File: src/rtl/pfblit_pkg.sv
// ----------------------------------------------------------------------------
// Pixel blit package
// Shared constants, register indexes, format codes and record types.
// ----------------------------------------------------------------------------
package pfblit_pkg;

   localparam int MAX_SCREEN_WIDTH  = 1024;
   localparam int MAX_SCREEN_HEIGHT = 1024;

   localparam int XW          = $clog2(MAX_SCREEN_WIDTH);
   localparam int YW          = $clog2(MAX_SCREEN_HEIGHT);
   localparam int INDEX_W     = 20;
   localparam int CSR_INDEX_W = 3;
   localparam int CSR_DATA_W  = 12;

   localparam logic [CSR_INDEX_W-1:0] CSR_AREA_LEFT      = 3'd0;
   localparam logic [CSR_INDEX_W-1:0] CSR_AREA_TOP       = 3'd1;
   localparam logic [CSR_INDEX_W-1:0] CSR_AREA_COLUMNS   = 3'd2;
   localparam logic [CSR_INDEX_W-1:0] CSR_PIXEL_FORMAT   = 3'd3;
   localparam logic [CSR_INDEX_W-1:0] CSR_SCREEN_COLUMNS = 3'd4;
   localparam logic [CSR_INDEX_W-1:0] CSR_SCREEN_ROWS    = 3'd5;

   localparam logic [2:0] FMT_RGB565   = 3'd0;
   localparam logic [2:0] FMT_RGB888   = 3'd1;
   localparam logic [2:0] FMT_XRGB8888 = 3'd2;
   localparam logic [2:0] FMT_ARGB8888 = 3'd3;

   localparam logic [7:0]  GREY_LEVEL        = 8'd128;
   localparam logic [11:0] AREA_COLUMNS_MAX  = 12'd2048;

   typedef struct packed {
      logic signed [11:0] area_left;
      logic signed [11:0] area_top;
      logic [11:0]        area_columns;
      logic [2:0]         pixel_format;
      logic [10:0]        screen_columns;
      logic [10:0]        screen_rows;
   } pfblit_cfg_type;

   typedef struct packed {
      logic          enable;
      logic [XW-1:0] x;
      logic [YW-1:0] y;
      logic [7:0]    red;
      logic [7:0]    green;
      logic [7:0]    blue;
   } pfblit_item_type;

   typedef struct packed {
      logic full;
      logic empty;
   } pfblit_q_stat_type;

endpackage

File: src/rtl/pfblit_if.sv
// ----------------------------------------------------------------------------
// Pixel blit channel interfaces
// Valid/ready channels for pixel requests, results and register writes.
// ----------------------------------------------------------------------------
interface pfblit_req_if;
   logic        valid;
   logic        ready;
   logic [31:0] pixel_word;
   logic        start_of_area;

   modport source (output valid, output pixel_word, output start_of_area, input ready);
   modport sink (input valid, input pixel_word, input start_of_area, output ready);
endinterface

interface pfblit_rsp_if;
   logic        valid;
   logic        ready;
   logic        write_enable;
   logic [19:0] pixel_index;
   logic [7:0]  red;
   logic [7:0]  green;
   logic [7:0]  blue;

   modport source (output valid, output write_enable, output pixel_index,
                   output red, output green, output blue, input ready);
   modport sink (input valid, input write_enable, input pixel_index,
                 input red, input green, input blue, output ready);
endinterface

interface pfblit_csr_if;
   logic        valid;
   logic        ready;
   logic [2:0]  index;
   logic [11:0] data;

   modport source (output valid, output index, output data, input ready);
   modport sink (input valid, input index, input data, output ready);
endinterface

File: src/rtl/pfblit_front.sv
// ----------------------------------------------------------------------------
// Pixel blit front end
// Accepts pixels, tracks the area position, clips and converts the color.
// ----------------------------------------------------------------------------
module pfblit_front
   import pfblit_pkg::*;
(
   input  logic              clock,
   input  logic              reset,
   pfblit_req_if.sink        req_chan,
   input  pfblit_cfg_type    cfg,
   input  logic [10:0]       width,
   input  logic [10:0]       height,
   input  pfblit_q_stat_type q_stat,
   output logic              push,
   output pfblit_item_type   push_item
);

   logic [10:0] column_ff, column_in;
   logic [10:0] row_ff, row_in;
   logic [10:0] column_cur, row_cur;
   logic [11:0] cols_eff;
   logic [11:0] column_next;
   logic [12:0] x, y;
   logic        on_screen;
   logic [31:0] w;

   assign req_chan.ready = !q_stat.full;
   assign push = req_chan.valid && !q_stat.full;
   assign w = req_chan.pixel_word;

   always_comb begin
      column_cur = req_chan.start_of_area ? '0 : column_ff;
      row_cur    = req_chan.start_of_area ? '0 : row_ff;

      if (cfg.area_columns == '0) begin
         cols_eff = 12'd1;
      end else if (cfg.area_columns > AREA_COLUMNS_MAX) begin
         cols_eff = AREA_COLUMNS_MAX;
      end else begin
         cols_eff = cfg.area_columns;
      end

      column_next = {1'b0, column_cur} + 12'd1;
      if (column_next >= cols_eff) begin
         column_in = '0;
         row_in    = row_cur + 11'd1;
      end else begin
         column_in = column_next[10:0];
         row_in    = row_cur;
      end

      x = {cfg.area_left[11], cfg.area_left} + {2'b00, column_cur};
      y = {cfg.area_top[11], cfg.area_top} + {2'b00, row_cur};
      on_screen = !x[12] && !y[12] && (x[11:0] < {1'b0, width})
                  && (y[11:0] < {1'b0, height});

      push_item.enable = on_screen;
      push_item.x      = x[XW-1:0];
      push_item.y      = y[YW-1:0];

      if (cfg.pixel_format == FMT_RGB565) begin
         push_item.red   = {w[15:11], w[15:13]};
         push_item.green = {w[10:5], w[10:9]};
         push_item.blue  = {w[4:0], w[4:2]};
      end else if (cfg.pixel_format inside {FMT_RGB888, FMT_XRGB8888, FMT_ARGB8888}) begin
         push_item.red   = w[23:16];
         push_item.green = w[15:8];
         push_item.blue  = w[7:0];
      end else begin
         push_item.red   = GREY_LEVEL;
         push_item.green = GREY_LEVEL;
         push_item.blue  = GREY_LEVEL;
      end
   end

   always_ff @(posedge clock) begin
      if (reset) begin
         column_ff <= '0;
         row_ff    <= '0;
      end else if (push) begin
         column_ff <= column_in;
         row_ff    <= row_in;
      end
   end

endmodule

File: src/rtl/pfblit_queue.sv
// ----------------------------------------------------------------------------
// Pixel blit queue
// Two-entry queue between the front end and the back end.
// ----------------------------------------------------------------------------
module pfblit_queue
   import pfblit_pkg::*;
(
   input  logic              clock,
   input  logic              reset,
   input  logic              push,
   input  pfblit_item_type   push_item,
   input  logic              pop,
   output pfblit_item_type   pop_item,
   output pfblit_q_stat_type q_stat
);

   pfblit_item_type entry_ff [2];
   logic            wr_ptr_ff, wr_ptr_in;
   logic            rd_ptr_ff, rd_ptr_in;
   logic [1:0]      count_ff, count_in;

   always_comb begin
      wr_ptr_in = push ? !wr_ptr_ff : wr_ptr_ff;
      rd_ptr_in = pop ? !rd_ptr_ff : rd_ptr_ff;
      count_in  = count_ff + {1'b0, push} - {1'b0, pop};
   end

   assign q_stat.full  = (count_ff == 2'd2);
   assign q_stat.empty = (count_ff == 2'd0);
   assign pop_item     = entry_ff[rd_ptr_ff];

   always_ff @(posedge clock) begin
      if (reset) begin
         wr_ptr_ff <= 1'b0;
         rd_ptr_ff <= 1'b0;
         count_ff  <= '0;
      end else begin
         wr_ptr_ff <= wr_ptr_in;
         rd_ptr_ff <= rd_ptr_in;
         count_ff  <= count_in;
      end
   end

   always_ff @(posedge clock) begin
      if (push) begin
         entry_ff[wr_ptr_ff] <= push_item;
      end
   end

endmodule

File: src/rtl/pfblit_back.sv
// ----------------------------------------------------------------------------
// Pixel blit back end
// Computes the destination index and holds the result in an output register.
// ----------------------------------------------------------------------------
module pfblit_back
   import pfblit_pkg::*;
(
   input  logic              clock,
   input  logic              reset,
   input  logic [10:0]       width,
   input  pfblit_q_stat_type q_stat,
   input  pfblit_item_type   pop_item,
   output logic              pop,
   pfblit_rsp_if.source      rsp_chan
);

   logic               valid_ff, valid_in;
   logic               enable_ff;
   logic [INDEX_W-1:0] index_ff, index_in;
   logic [7:0]         red_ff, green_ff, blue_ff;
   logic [31:0]        product;

   assign pop = !q_stat.empty && (!valid_ff || rsp_chan.ready);

   always_comb begin
      product  = 32'(pop_item.y) * 32'(width) + 32'(pop_item.x);
      index_in = pop_item.enable ? product[INDEX_W-1:0] : '0;
      if (pop) begin
         valid_in = 1'b1;
      end else if (rsp_chan.ready) begin
         valid_in = 1'b0;
      end else begin
         valid_in = valid_ff;
      end
   end

   always_ff @(posedge clock) begin
      if (reset) begin
         valid_ff <= 1'b0;
      end else begin
         valid_ff <= valid_in;
      end
   end

   always_ff @(posedge clock) begin
      if (pop) begin
         enable_ff <= pop_item.enable;
         index_ff  <= index_in;
         red_ff    <= pop_item.red;
         green_ff  <= pop_item.green;
         blue_ff   <= pop_item.blue;
      end
   end

   assign rsp_chan.valid        = valid_ff;
   assign rsp_chan.write_enable = enable_ff;
   assign rsp_chan.pixel_index  = index_ff;
   assign rsp_chan.red          = red_ff;
   assign rsp_chan.green        = green_ff;
   assign rsp_chan.blue         = blue_ff;

endmodule

File: src/rtl/pixel_format_to_rgb888_blit_core.sv
// ----------------------------------------------------------------------------
// Pixel format to RGB888 blit core
// Converts the pixels of one screen area to RGB888 with screen clipping.
//
// Source pixels of a rectangular area arrive in raster order on the req
// channel, one 32-bit word per transfer; start_of_area returns the position
// to the area origin. Each pixel gives one rsp transfer with the destination
// index, the RGB888 color and a write enable that is low off screen.
// The user must write registers on the csr channel only while no pixel is
// in flight; the block itself does not enforce this. An accepted pixel is
// written to the queue, then to the output register that drives the rsp channel.
// Without a receiver stall one pixel is accepted per cycle, and the front end,
// two-entry queue and output register let a transfer follow another every cycle.
// When the receiver stalls, the output register holds its result and the
// queue fills; req ready drops once both queue entries are taken.
// Synchronous reset empties the queue and output register, returns the
// area position to the origin and the registers to their reset values.
// ----------------------------------------------------------------------------
module pixel_format_to_rgb888_blit_core
   import pfblit_pkg::*;
(
   input logic          clock,
   input logic          reset,
   pfblit_req_if.sink   req_chan,
   pfblit_rsp_if.source rsp_chan,
   pfblit_csr_if.sink   csr_chan
);

   pfblit_cfg_type    cfg_ff;
   logic [10:0]       width, height;
   pfblit_q_stat_type q_stat;
   logic              push, pop;
   pfblit_item_type   push_item, pop_item;

   assign csr_chan.ready = 1'b1;

   always_ff @(posedge clock) begin
      if (reset) begin
         cfg_ff.area_left      <= '0;
         cfg_ff.area_top       <= '0;
         cfg_ff.area_columns   <= 12'd1;
         cfg_ff.pixel_format   <= FMT_RGB565;
         cfg_ff.screen_columns <= 11'd1024;
         cfg_ff.screen_rows    <= 11'd1024;
      end else if (csr_chan.valid) begin
         case (csr_chan.index)
            CSR_AREA_LEFT:      cfg_ff.area_left      <= csr_chan.data;
            CSR_AREA_TOP:       cfg_ff.area_top       <= csr_chan.data;
            CSR_AREA_COLUMNS:   cfg_ff.area_columns   <= csr_chan.data;
            CSR_PIXEL_FORMAT:   cfg_ff.pixel_format   <= csr_chan.data[2:0];
            CSR_SCREEN_COLUMNS: cfg_ff.screen_columns <= csr_chan.data[10:0];
            CSR_SCREEN_ROWS:    cfg_ff.screen_rows    <= csr_chan.data[10:0];
            default: begin
            end
         endcase
      end
   end

   always_comb begin
      if (32'(cfg_ff.screen_columns) > MAX_SCREEN_WIDTH) begin
         width = 11'(MAX_SCREEN_WIDTH);
      end else begin
         width = cfg_ff.screen_columns;
      end
      if (32'(cfg_ff.screen_rows) > MAX_SCREEN_HEIGHT) begin
         height = 11'(MAX_SCREEN_HEIGHT);
      end else begin
         height = cfg_ff.screen_rows;
      end
   end

   pfblit_front u_front (
      .clock     (clock),
      .reset     (reset),
      .req_chan  (req_chan),
      .cfg       (cfg_ff),
      .width     (width),
      .height    (height),
      .q_stat    (q_stat),
      .push      (push),
      .push_item (push_item)
   );

   pfblit_queue u_queue (
      .clock     (clock),
      .reset     (reset),
      .push      (push),
      .push_item (push_item),
      .pop       (pop),
      .pop_item  (pop_item),
      .q_stat    (q_stat)
   );

   pfblit_back u_back (
      .clock    (clock),
      .reset    (reset),
      .width    (width),
      .q_stat   (q_stat),
      .pop_item (pop_item),
      .pop      (pop),
      .rsp_chan (rsp_chan)
   );

   a_off_screen_index_zero : assert property (@(posedge clock) disable iff (reset)
      rsp_chan.valid && !rsp_chan.write_enable |-> rsp_chan.pixel_index == '0)
      else $error("Disabled pixel carries a nonzero index.");

   a_index_on_screen : assert property (@(posedge clock) disable iff (reset)
      rsp_chan.valid && rsp_chan.write_enable
      |-> 32'(rsp_chan.pixel_index) < 32'(width) * 32'(height))
      else $error("Enabled pixel index lies beyond the screen.");

   a_reset_clears_output : assert property (@(posedge clock)
      $past(reset) |-> !rsp_chan.valid)
      else $error("Result valid directly after reset.");

   a_stall_blocks_input : assert property (@(posedge clock) disable iff (reset)
      q_stat.full |-> !req_chan.ready && rsp_chan.valid)
      else $error("Queue full while the output register is empty.");

endmodule
File: src/flat_wrapper.sv
// flat-port wrapper written by rule: the top's interface ports become plain ports
module pixel_format_to_rgb888_blit_core_flat import pfblit_pkg::*;
  (clock, reset, req_chan_valid, req_chan_pixel_word, req_chan_start_of_area, req_chan_ready, rsp_chan_valid, rsp_chan_write_enable, rsp_chan_pixel_index, rsp_chan_red, rsp_chan_green, rsp_chan_blue, rsp_chan_ready, csr_chan_valid, csr_chan_index, csr_chan_data, csr_chan_ready);
  pfblit_req_if req_chan_i ();
  pfblit_rsp_if rsp_chan_i ();
  pfblit_csr_if csr_chan_i ();
  input logic clock;
  input logic reset;
  input wire logic [$bits(req_chan_i.valid)-1:0] req_chan_valid;
  input wire logic [$bits(req_chan_i.pixel_word)-1:0] req_chan_pixel_word;
  input wire logic [$bits(req_chan_i.start_of_area)-1:0] req_chan_start_of_area;
  output wire logic [$bits(req_chan_i.ready)-1:0] req_chan_ready;
  output wire logic [$bits(rsp_chan_i.valid)-1:0] rsp_chan_valid;
  output wire logic [$bits(rsp_chan_i.write_enable)-1:0] rsp_chan_write_enable;
  output wire logic [$bits(rsp_chan_i.pixel_index)-1:0] rsp_chan_pixel_index;
  output wire logic [$bits(rsp_chan_i.red)-1:0] rsp_chan_red;
  output wire logic [$bits(rsp_chan_i.green)-1:0] rsp_chan_green;
  output wire logic [$bits(rsp_chan_i.blue)-1:0] rsp_chan_blue;
  input wire logic [$bits(rsp_chan_i.ready)-1:0] rsp_chan_ready;
  input wire logic [$bits(csr_chan_i.valid)-1:0] csr_chan_valid;
  input wire logic [$bits(csr_chan_i.index)-1:0] csr_chan_index;
  input wire logic [$bits(csr_chan_i.data)-1:0] csr_chan_data;
  output wire logic [$bits(csr_chan_i.ready)-1:0] csr_chan_ready;
  assign req_chan_i.valid = req_chan_valid;
  assign req_chan_i.pixel_word = req_chan_pixel_word;
  assign req_chan_i.start_of_area = req_chan_start_of_area;
  assign req_chan_ready = req_chan_i.ready;
  assign rsp_chan_valid = rsp_chan_i.valid;
  assign rsp_chan_write_enable = rsp_chan_i.write_enable;
  assign rsp_chan_pixel_index = rsp_chan_i.pixel_index;
  assign rsp_chan_red = rsp_chan_i.red;
  assign rsp_chan_green = rsp_chan_i.green;
  assign rsp_chan_blue = rsp_chan_i.blue;
  assign rsp_chan_i.ready = rsp_chan_ready;
  assign csr_chan_i.valid = csr_chan_valid;
  assign csr_chan_i.index = csr_chan_index;
  assign csr_chan_i.data = csr_chan_data;
  assign csr_chan_ready = csr_chan_i.ready;
  pixel_format_to_rgb888_blit_core u_core (.clock(clock), .reset(reset), .req_chan(req_chan_i), .rsp_chan(rsp_chan_i), .csr_chan(csr_chan_i));
endmodule
File: config.mk
export PLATFORM = sky130hd
export DESIGN_NAME = pixel_format_to_rgb888_blit_core_flat
export DESIGN_NICKNAME = d
export VERILOG_FILES = /design/src/rtl/pfblit_pkg.sv /design/src/rtl/pfblit_if.sv /design/src/rtl/pfblit_front.sv /design/src/rtl/pfblit_queue.sv /design/src/rtl/pfblit_back.sv /design/src/rtl/pixel_format_to_rgb888_blit_core.sv /design/src/flat_wrapper.sv
export SDC_FILE = /design/constraint.sdc
export NUM_CORES = 1
export LEC_CHECK = 0
export ABC_AREA = 0
export BUFFER_PORTS_ARGS = -buffer_cell sky130_fd_sc_hd__buf_2
export CAP_MARGIN = 0
export CORE_ASPECT_RATIO = 0.7
export CORE_MARGIN = 2
export CORE_UTILIZATION = 40
export DETAILED_ROUTE_END_ITERATION = 10
export PLACE_DENSITY = 0.66
export SYNTH_ARGS = -nofsm -noshare
export SYNTH_HDL_FRONTEND = slang
export SYNTH_SLANG_ARGS = --single-unit
File: constraint.sdc
create_clock -name clock -period 6.8 [get_ports clock]
set_clock_uncertainty 0.05 [all_clocks]
set_input_delay 0.34 -clock clock [delete_from_list [all_inputs] [get_ports clock]]
set_output_delay 0.34 -clock clock [all_outputs]
set_load 0.005 [all_outputs]
**Yosys cells after proc, flatten, opt, wreduce, memory -nomap -nowiden**

Memories as Yosys holds them, arrays and structs flattened. A register that Yosys moved wholly into a read port is not among the register bits.
Cells that the tools add are included.

- Bits in registers: 133
- Bits in latches: 0
- RAM bits: 90
- ROM bits: 0
- Input bits: 53
- Output and inout bits: 48
- Word-level logic and storage cells: 82
- Memories: 1

- $add $sub $neg: 7
- Multipliers: 1
- Divide/modulo/power cells: 0
- $lt $le $gt $ge: 6
- Equality and inequality tests: 9
- Shifts and indexed selects: 0
- Mux-type cells: 16
- Bitwise logic cells: 0
- Reduce and logical (&&, ||, !) cells: 25

Memory list:

| name | words | width | rd ports | clocked after memory_dff | write ports | line | RTL |
|---|---|---|---|---|---|---|---|
| u_core.u_queue.entry_ff | 2 | 45 | 1 | 1 | 1 | pfblit_queue.sv:17 | `pfblit_item_type entry_ff [2];` |

Operators by type and width:

| kind | count |
|---|---|
| 2-to-1 mux 11 bit | 6 |
| 2-to-1 mux 24 bit | 2 |
| adder 12 x 12 -> 13 bit | 2 |
| < comparator 12 x 11 -> 1 bit | 2 |
| 2-to-1 mux 12 bit | 2 |
| greater-than comparator 11 bit, second input constant | 2 |
| adder 20 x 10 -> 20 bit | 1 |
| multiplier 10 x 11 -> 20 bit | 1 |
| adder 11 x 1 -> 12 bit, second input constant | 1 |
| == test 3 x 2 -> 1 bit, second input constant | 4 |
| greater-or-equal comparator 12 bit | 1 |
| greater-than comparator 12 bit, second input constant | 1 |
| logical NOT 12 bit | 1 |
| AND reduction 2 bit | 6 |
| adder 11 x 1 -> 11 bit, second input constant | 1 |
| logical NOT 1 bit | 7 |
| == test 3 x 1 -> 1 bit, second input constant | 2 |
| == test 3 bit, second input constant | 2 |
| logical NOT 3 bit | 2 |
| 2-to-1 mux 1 bit | 6 |
| logical AND 1 bit | 5 |
| nonzero test 3 bit | 1 |
| adder 2 x 1 -> 2 bit | 1 |
| == test 2 bit, second input constant | 1 |
| other kinds (4) | 4 |

**Longest topological paths before layout**

Gate-level depths: netlist of run 1.

- Depth after elaboration: 6
- Gate-level depth with buffers: 23
- Mapped depth without buffers: 20

**Hierarchy**

From an unflattened synthesis of run 1, not the netlist that was laid out.

- Cell total of the unflattened synthesis: 1,471
- Area total of the unflattened synthesis: 15,481.1 um^2

By module, submodules not included:

| module | instances | cells each | area an instance (um^2) | sequential area each (um^2) |
|---|---|---|---|---|
| pfblit_back | 1 | 574 | 5,636.7 | 1,371.3 |
| pfblit_queue | 1 | 161 | 3,667.3 | 2,802.7 |
| pfblit_front | 1 | 489 | 3,583.4 | 440.4 |
| pixel_format_to_rgb888_blit_core | 1 | 247 | 2,593.7 | 1,221.2 |

**Worst setup path before layout of run 1**

Ideal clock, no wire load.

- Path type: reg-to-reg
- From: register (tool-made name)
- To: register u_core.u_back.index_ff[19], in the netlist u_core.u_back.rsp_chan.pixel_index[19], data pin
- Library setup time: 0.266 ns
- Arrival: 5.554 ns
- Data required time: 6.484 ns
- Setup slack: 0.930 ns
- Stages on the path, launching flop included: 21
- Path buffers: 3
- Period minus slack after synthesis: 5.870 ns
- Path through: dfxtp_1 > clkbuf_1 > buf_2 > buf_2 > mux2i_1 > nor2_1 > fa_1 > fa_1 > fa_1 > fa_1 > inv_1 > fa_1 > inv_1 > ha_1 > a211oi_1 > nor2_1 > a211oi_1 > a31oi_1 > a31oi_1 > xor2_1 > nor2_1

RTL lines:

| item | line | RTL |
|---|---|---|
| end signal: assignment | pfblit_back.sv:48 | `index_ff <= index_in;` |
| end: declaration | pfblit_back.sv:19 | `logic [INDEX_W-1:0] index_ff, index_in;` |

**Worst setup path after layout of run 1**

- From: register u_core.cfg_ff[21] (netlist name)
- To: register u_core.u_back.index_ff[19], in the netlist u_core.u_back.rsp_chan.pixel_index[19], data pin

- Cells in the longest elaborated chain, start to end: 4

Ends and longest elaborated chain:

| item | line | RTL |
|---|---|---|
| start: declaration | pixel_format_to_rgb888_blit_core.sv:29 | `pfblit_cfg_type cfg_ff;` |
| greater-than comparator 11 bit | pixel_format_to_rgb888_blit_core.sv:60 | `if (32'(cfg_ff.screen_columns) > MAX_SCREEN_WIDTH) begin` |
| 2-to-1 mux 11 bit (*) | pixel_format_to_rgb888_blit_core.sv:60 |  |
| multiplier 10 x 11 -> 20 bit (*) | pfblit_back.sv:26 | `product = 32'(pop_item.y) * 32'(width) + 32'(pop_item.x);` |
| adder 20 x 10 -> 20 bit (*) | pfblit_back.sv:26 |  |

Every way passes the cells marked *; elsewhere a longest branch is shown, timed or not.
A chain may end at the register's enable or synchronous reset.

==> results of run 1 <==
==> flip-flops by register name, indices dropped and copies added (netlist names), named ones only <==
signal,flops
u_core.u_front.row_ff,11
u_core.cfg_ff,61
u_core.u_back.rsp_chan.green,8
u_core.u_front.column_ff,11
u_core.u_back.rsp_chan.red,8
u_core.u_queue.wr_ptr_ff,1
u_core.u_queue.rd_ptr_ff,1
u_core.u_back.rsp_chan.write_enable,1
u_core.u_back.rsp_chan.valid,1
u_core.u_queue.entry_ff,90
u_core.u_back.rsp_chan.pixel_index,20
u_core.u_back.rsp_chan.blue,8
u_core.u_queue.count_ff,2
==> cell families after synthesis <==
group	Yosys count
flip-flops	224
buffers and inverters	157
other	1
adder cells (fa/ha/maj)	196
AND/OR/NAND/NOR	506
multiplexers	57
AO/OA/AOI/OAI	222
XOR/XNOR	40
==> power by group through the flow <==
stage          clock [µW]  sequential, µW  combinational [µW]
3_3_place_gp            0            1850                1130
3_5_place_dp            0            1850                1150
5_1_grt              1390            1840                1280
4_1_cts              1330            1820                1160
2_1_floorplan           0            1850                 749
6_report             1300            1820                1150
==> routing by layer <==
metal	global-route usage (%)	wire length [µm]
met3	3.65	2300
met1	26.3	16000
met2	25.6	13400
met5	0	0
met4	3.92	605
==> worst max-delay path, delay by kind of cell, from the launching register on <==
kind | cells | cell delay, ns
adder cells (fa/ha/maj) | 6 | 2.91
AO/OA/AOI/OAI | 4 | 1.11
AND/OR/NAND/NOR | 4 | 0.90
flip-flops | 1 | 0.48
buffers and inverters | 3 | 0.38
XOR/XNOR | 1 | 0.16
==> per-stage QoR <==
step | power (µW) | util [%] | hold WS, ns | setup WS (ns) | instances
3_5_place_dp | 3000 | 43.5 | 0.400 | 0.596 | 1934
6_report | 4260 | 45.7 | 0.0195 | 0.552 | 1976
5_1_grt | 4510 | 45.7 | 0.0192 | 0.192 | 1976
2_1_floorplan | 2600 | - | 0.382 | 0.930 | 1403
3_3_place_gp | 2980 | 43.5 | 0.395 | 0.794 | 1934
4_1_cts | 4310 | 45.7 | 0.000961 | 0.560 | 1976
==> layout make-up <==
class                      instances  area, µm²
clock buffer                      29        598
clock inverter                    13        158
timing repair buffer             108        583
sequential                       224       5840
tap                              472        591
fill                            3230      18900
multi-input combinational       1022       7700
inverter                         108        405
==> worst min path at each step <==
stage	to	cells past startpoint	startpoint	slack (ns)
after detailed placement	u_core.cfg_ff[9]$_SDFFE_PP0P_	2	u_core.cfg_ff[9]$_SDFFE_PP0P_	0.40
after global routing	u_core.u_back.rsp_chan.valid$_SDFFE_PP0P_	3	rsp_chan_ready	0.02
after global placement	u_core.cfg_ff[1]$_SDFFE_PP0P_	2	u_core.cfg_ff[1]$_SDFFE_PP0P_	0.39
after floorplan	u_core.cfg_ff[12]$_SDFFE_PP0P_	2	u_core.cfg_ff[12]$_SDFFE_PP0P_	0.38
after CTS	u_core.u_back.rsp_chan.valid$_SDFFE_PP0P_	3	rsp_chan_ready	0.001
final	u_core.u_back.rsp_chan.valid$_SDFFE_PP0P_	3	rsp_chan_ready	0.02
==> synthesized netlist by cell type, types with 4 or more instances <==
cell      number
nor3_1        27
nand2b_1      16
mux2i_1       18
o21ai_0       14
and2_1         7
mux2_1         4
nand4_1        6
o21ai_1       14
nor4_1         4
a31oi_1        6
a21o_1        18
a211oi_1      17
dfxtp_1       89
o21a_1         9
nor2b_1       45
ha_1         114
and3_1         5
clkbuf_1      39
xor2_1        14
xnor2_1       26
buf_2          5
nor2_1       131
mux2_2        35
inv_1        106
a22o_1        20
nand3_1       22
buf_1          4
fa_1          81
edfxtp_1     135
a21oi_1       96
nand2_1      228
==> results_dict.tcl, run 1 <==
set metrics [dict create \
    gr-total-overflow 0 \
    grt_usage_pct 17.4 \
    comb_power_share_pct 26.9 \
    critPathMaxStageDelay_ns 0.54 \
    worstPathCellList "nor2b_1 -> inv_1 -> nor2_1 -> fa_1 -> fa_1 -> fa_1 -> fa_1 -> inv_1 -> fa_1 -> inv_1 -> ha_1 -> a211oi_1 -> nor2_1 -> a211oi_1 -> a31oi_1 -> a31oi_1 -> xor2_1 -> nor2_1" \
    synth_top_area_cell "edfxtp_1" \
    syn-cell-area_um2 14100 \
    max_slew_margin_pct 20.7 \
    setup_tns_ns 0 \
    p_seq_share_pct 42.7 \
    r2r_end "u_core.u_back.rsp_chan.pixel_index[19]$_SDFFCE_PN0P_" \
    synthSimpleGateAreaFrac_pct 15.8 \
    rsz0062_at_grt "false" \
    finalMaxSlewViolations 0 \
    synth_top_family_by_area "adder cells" \
    synth_top_area_share_pct 28.7 \
    pin_count 101 \
    synth_xor_area_share_pct 2.48 \
    ant_nets 0 \
    hold_viol_final 0 \
    ff2ff_path_depth 18 \
    ys_top_cells_by_area "edfxtp_1 (29%), dfxtp_1 (13%), fa_1 (11%), ha_1 (10%), nand2_1 (6.1%)" \
    globalplace.congestion 0.925 \
    post_cts_resized 0 \
    rrSetupSlack_ns 0.55 \
    drcViolationCount 0 \
    p_sw_uw 1320 \
    nets 1735 \
    ys_ff_latch 224 \
    worstMarginPinSlew_ns 1.18 \
    worstPathArrival_ns 6.48 \
    layout_common_cells "nand2_1 (228), edfxtp_1 (135), nor2_1 (130)" \
    die_area_um2 36800 \
    via_count 10300 \
    syn_nets 1651 \
    drive_above_1_share_pct 12.8 \
    cts_max_level 1 \
    critPathMaxFanout 16 \
    max-cap-violations 0 \
    postSynth.asyncResetShare_pct 0 \
    cts.sinks 224 \
    grt_pass1_wl_mm 51.7 \
    cp.required_ns 7.03 \
    root_buffer "clkbuf_16" \
    powerDensity_nw_per_um2 269 \
    wl_per_cell_um 16.3 \
    worstSetupStartpointType "register" \
    cp-end-kind "register" \
    reg2reg_from "u_core.cfg_ff[21]$_SDFFE_PP1P_" \
    synth_compound_area_share_pct 10.0 \
    ys_seq_area_share_pct 41.3 \
    min_path_type "in2reg" \
    dp_hpwl_mm 24.2 \
    areaGrowthSynthToFinish_pct 12.4 \
    ir_drop_uv 179 \
    crit_end "u_core.u_back.rsp_chan.pixel_index[19]$_SDFFCE_PN0P_" \
    grt_max_degree 85 \
    synthAdderAreaFrac_pct 21.7 \
    internal-power_uw 2940 \
    cts.clk_slew.worst_paths_ns 0.07 \
    syn_avg_cell_area_um2 10.1 \
    grt_pass1_vias 9900 \
    rows 57 \
    status "finished, final reports clean" \
    mostFrequentLayoutCell "nand2_1" \
    drtIter0Drc 768 \
    setup_viol 0 \
    hold_buffers 0 \
    synth_edf_count 135 \
    cp_slowest_cell "fa_1" \
    antenna_found_initial 0 \
    synth_mux_area_share_pct 4.39 \
    die_w_um 229 \
    diodes 0 \
    period_share_pct 91.9 \
    ys_warn_count 0 \
    drt_first_pass_iters 5 \
    period_needed_ns 6.25 \
    fmax_mhz 160 \
    io_buffers 91 \
    die_y_um 161 \
    routed_wl_mm 32.3 \
    syn_inst 1403 \
    fin_area_um2 15900 \
    critical_path.startpoint "u_core.cfg_ff[21]$_SDFFE_PP1P_" \
    yosys_most_used_dff "edfxtp_1" \
    critPathMostFrequentCell "fa_1" \
    leakagePower_uw 0.00657 \
    synth.distinct_cells 64 \
    cts-buffers-inserted 23 \
    pwr-share-clk_pct 30.4 \
    sw_frac_of_total_pct 31.0 \
    place_area_um2 15100 \
    start_util_pct 40.6 \
    avgViaCountPerCell 5.20 \
    cts_tree "done" \
    clk_latency_ns 0.55 \
    postCtsSetupBuffers 0 \
    path_class "reg2reg" \
    cts_buffer_depth 3 \
    core_um2 34700 \
]
(Power assumes the default switching activity.)
==> run 2: changes to the inputs <==
- ABC_AREA: 0 -> 1
- CAP_MARGIN: 0 -> 20
==> run 2 against run 1 <==
Synthesized cell count increased by 20%. Power increased by 18%. Worst setup slack better by 0.30 ns. Non-clock buffer count decreased by 7. Flip-flop and latch count did not move. Synthesized area is 4.0% higher. First-iteration DRC count grew 31%. Count of clock-buffer cells in the layout up 4.
==> results_dict.tcl, run 2 <==
set metrics [dict create \
    worstSetupStartpointType "register" \
    fmax_mhz 168 \
    rows 58 \
    cp.required_ns 7.05 \
    ys_top_cells_by_area "edfxtp_1 (28%), dfxtp_1 (12%), fa_1 (11%), ha_1 (9.7%), nand2_1 (7.1%)" \
    nets 2016 \
    syn_inst 1679 \
    core_um2 36100 \
    layout_common_cells "nand2_1 (276), inv_1 (268), nor2_1 (260)" \
    post_cts_resized 0 \
    yosys.cell_count.top_type "nand2_1" \
    ys_ff_latch 224 \
    syn-cell-area_um2 14700 \
    post-route-util_pct 45.9 \
    cts_tree "done" \
    cts_max_level 1 \
    drcViolationCount 0 \
    min_path_type "in2reg" \
    grt_busiest_layer "met1" \
    critPathMaxFanout 8 \
    rsz0062_at_grt "false" \
    holdCritStartpoint "rsp_chan_ready" \
    syn_avg_cell_area_um2 8.74 \
    max-cap-violations 0 \
    hold_viol_final 0 \
    yosys_most_used_dff "edfxtp_1" \
    internal-power_uw 3260 \
    synth_top_area_share_pct 27.6 \
    reg2reg_from "u_core.cfg_ff[18]$_SDFFE_PP0P_" \
    hold_buffers 0 \
    cp-end-kind "register" \
    cts.clk_slew.worst_paths_ns 0.07 \
    status "finished, final reports clean" \
    cts-buffers-inserted 24 \
    synth_top_area_cell "edfxtp_1" \
    worstMarginPinSlew_ns 0.951 \
    largest_register_ffs 90 \
    grtUsageMet1_pct 27.3 \
    via_count 11400 \
    die_area_um2 38300 \
    p_sw_uw 1750 \
    wl_per_cell_um 15.3 \
    setup_viol 0 \
    grt_usage_pct 18.3 \
    period_share_pct 87.5 \
    grt_max_degree 58 \
    mostFrequentLayoutCell "nand2_1" \
    drive_above_1_share_pct 11.4 \
    comb_power_share_pct 33.1 \
    io_buffers 91 \
    p_seq_share_pct 38.0 \
    routed_wl_mm 34.7 \
    setup_tns_ns 0 \
    yosys-top-cells-count "nand2_1 (276), inv_1 (268), nor2_1 (263), edfxtp_1 (135), ha_1 (114)" \
    clk_latency_ns 0.54 \
    postCtsSetupBuffers 0 \
    gr-usage-met3_pct 5.10 \
    syn_nets 1927 \
    cp_slowest_cell "fa_1" \
    cts.sinks 224 \
    period_needed_ns 5.95 \
    hold_slack_ns 0.0884 \
    synth_edf_count 135 \
    die_w_um 233 \
    grt_pass1_wl_mm 55.4 \
    postSynth.asyncResetShare_pct 0 \
    setup_slack_ns 0.847 \
    globalplace.congestion 0.928 \
    powerDensity_nw_per_um2 303 \
    sw_frac_of_total_pct 34.9 \
    antenna_found_initial 0 \
    areaGrowthSynthToFinish_pct 12.7 \
    drt_first_pass_iters 6 \
    diodes 0 \
    top_register "u_core.u_queue.entry_ff" \
    worstPathArrival_ns 6.20 \
    path_class "reg2reg" \
    pwr-share-clk_pct 28.9 \
    critPathMaxStageDelay_ns 0.60 \
    finalMaxSlewViolations 0 \
    pin_count 101 \
    die_y_um 164 \
    drtIter0Drc 1005 \
    met2_usage_pct 26.3 \
    ant_nets 0 \
    root_buffer "clkbuf_16" \
    critPathMostFrequentCell "fa_1" \
    ys_seq_area_share_pct 39.8 \
    preCtsSetupSlack_ns 0.955 \
    dp_hpwl_mm 26.5 \
    grt_pass1_vias 10700 \
    synth.distinct_cells 51 \
    ys_warn_count 0 \
    leakagePower_uw 0.00774 \
    critical_path.startpoint "u_core.cfg_ff[18]$_SDFFE_PP0P_" \
    ir_drop_uv 152 \
    gr-total-overflow 0 \
    worstPathCellList "nor2_1 -> nand3_1 -> o21ai_2 -> nand2_1 -> inv_1 -> nand2_1 -> fa_1 -> fa_1 -> fa_1 -> inv_1 -> fa_1 -> inv_1 -> fa_1 -> inv_1 -> ha_1 -> a21oi_1 -> o21a_1 -> nand2_1 -> a31oi_1 -> o21bai_1 -> nor2_1 -> nor2_1" \
    max_slew_margin_pct 36.4 \
    start_util_pct 40.7 \
    cts_buffer_depth 3 \
    avgViaCountPerCell 5.05 \
]
run 2: changes by cell type after synthesis, sizes merged, moves of 17 or more:
cell,previous run,this run
nand2,228,281
nand2b,17,0
o21ai,28,106
a22o,20,0
nor2,131,272
inv,108,272
nand3,22,45
nor2b,46,0
o22ai,0,17
a21oi,97,80
run 2: metrics by stage:
step	instance area (µm²)	instances	total power (µW)
detailed placement	15700	2221	3590
finish	16500	2266	5020
global route	16500	2266	5360
CTS	16500	2265	5060
floorplan	14700	1679	3040
global placement	15700	2221	3560
run 2: cell type report:
class,instances,area (µm²)
Fill cell,3441,19500
Multi-Input combinational cell,1138,7650
Sequential cell,224,5840
Inverter,279,1050
Clock buffer,33,706
Tap cell,480,601
Timing Repair Buffer,101,528
Clock inverter,11,178
run 2: path summary, 6_finish.rpt:
kind | end | slack, ns | cells past startpoint
hold reg to reg | u_core.cfg_ff[23]$_SDFFE_PP0P_ | 0.40 | 2
hold / removal | u_core.u_back.rsp_chan.valid$_SDFFE_PP0P_ | 0.09 | 4
setup / recovery | u_core.u_back.rsp_chan.pixel_index[15]$_SDFFCE_PN0P_ | 0.85 | 22
setup reg to reg | u_core.u_back.rsp_chan.pixel_index[15]$_SDFFCE_PN0P_ | 0.85 | 22
run 2: kinds of logic (layout without fill, tap and decap cells):
group / count (synthesis) / in the layout / synth area share (%)
buffers and inverters: 317 / 424 / 8.28
and+or+nand+nor: 644 / 644 / 18.1
other: 1 / 1 / 0.0255
muxes: 34 / 34 / 2.56
DFF: 224 / 224 / 39.8
adders and majority gates: 195 / 195 / 20.8
AOI/OAI and AO/OA: 236 / 236 / 8.82
xor gates and xnor gates: 28 / 28 / 1.67
run 2: power by group through the flow:
stage                     Sequential [µW]  Combinational (µW)  Clock, µW
after floorplan                      1930                1120          0
after global placement               1930                1630          0
after detailed placement             1930                1660          0
after CTS                            1910                1670       1480
after global routing                 1930                1890       1540
final                                1900                1660       1450
run 2: per-layer routing:
| layer | part of all wire (%) | wire (µm) | vias up |
|---|---|---|---|
| met5 | 0 | 0 | - |
| met4 | 1.4 | 488 | 0 |
| met3 | 9.5 | 3290 | 41 |
| met2 | 41 | 14100 | 389 |
| met1 | 48 | 16800 | 5387 |
| li1 | - | - | 5616 |
run 2: worst max-delay path, delay by kind of cell (launching register included):
| kind | cells | cell delay, ns |
|---|---|---|
| buffers and inverters | 4 | 0.39 |
| DFF | 1 | 0.33 |
| and+or+nand+nor | 7 | 0.85 |
| adders and majority gates | 6 | 2.93 |
| AOI/OAI and AO/OA | 5 | 1.15 |
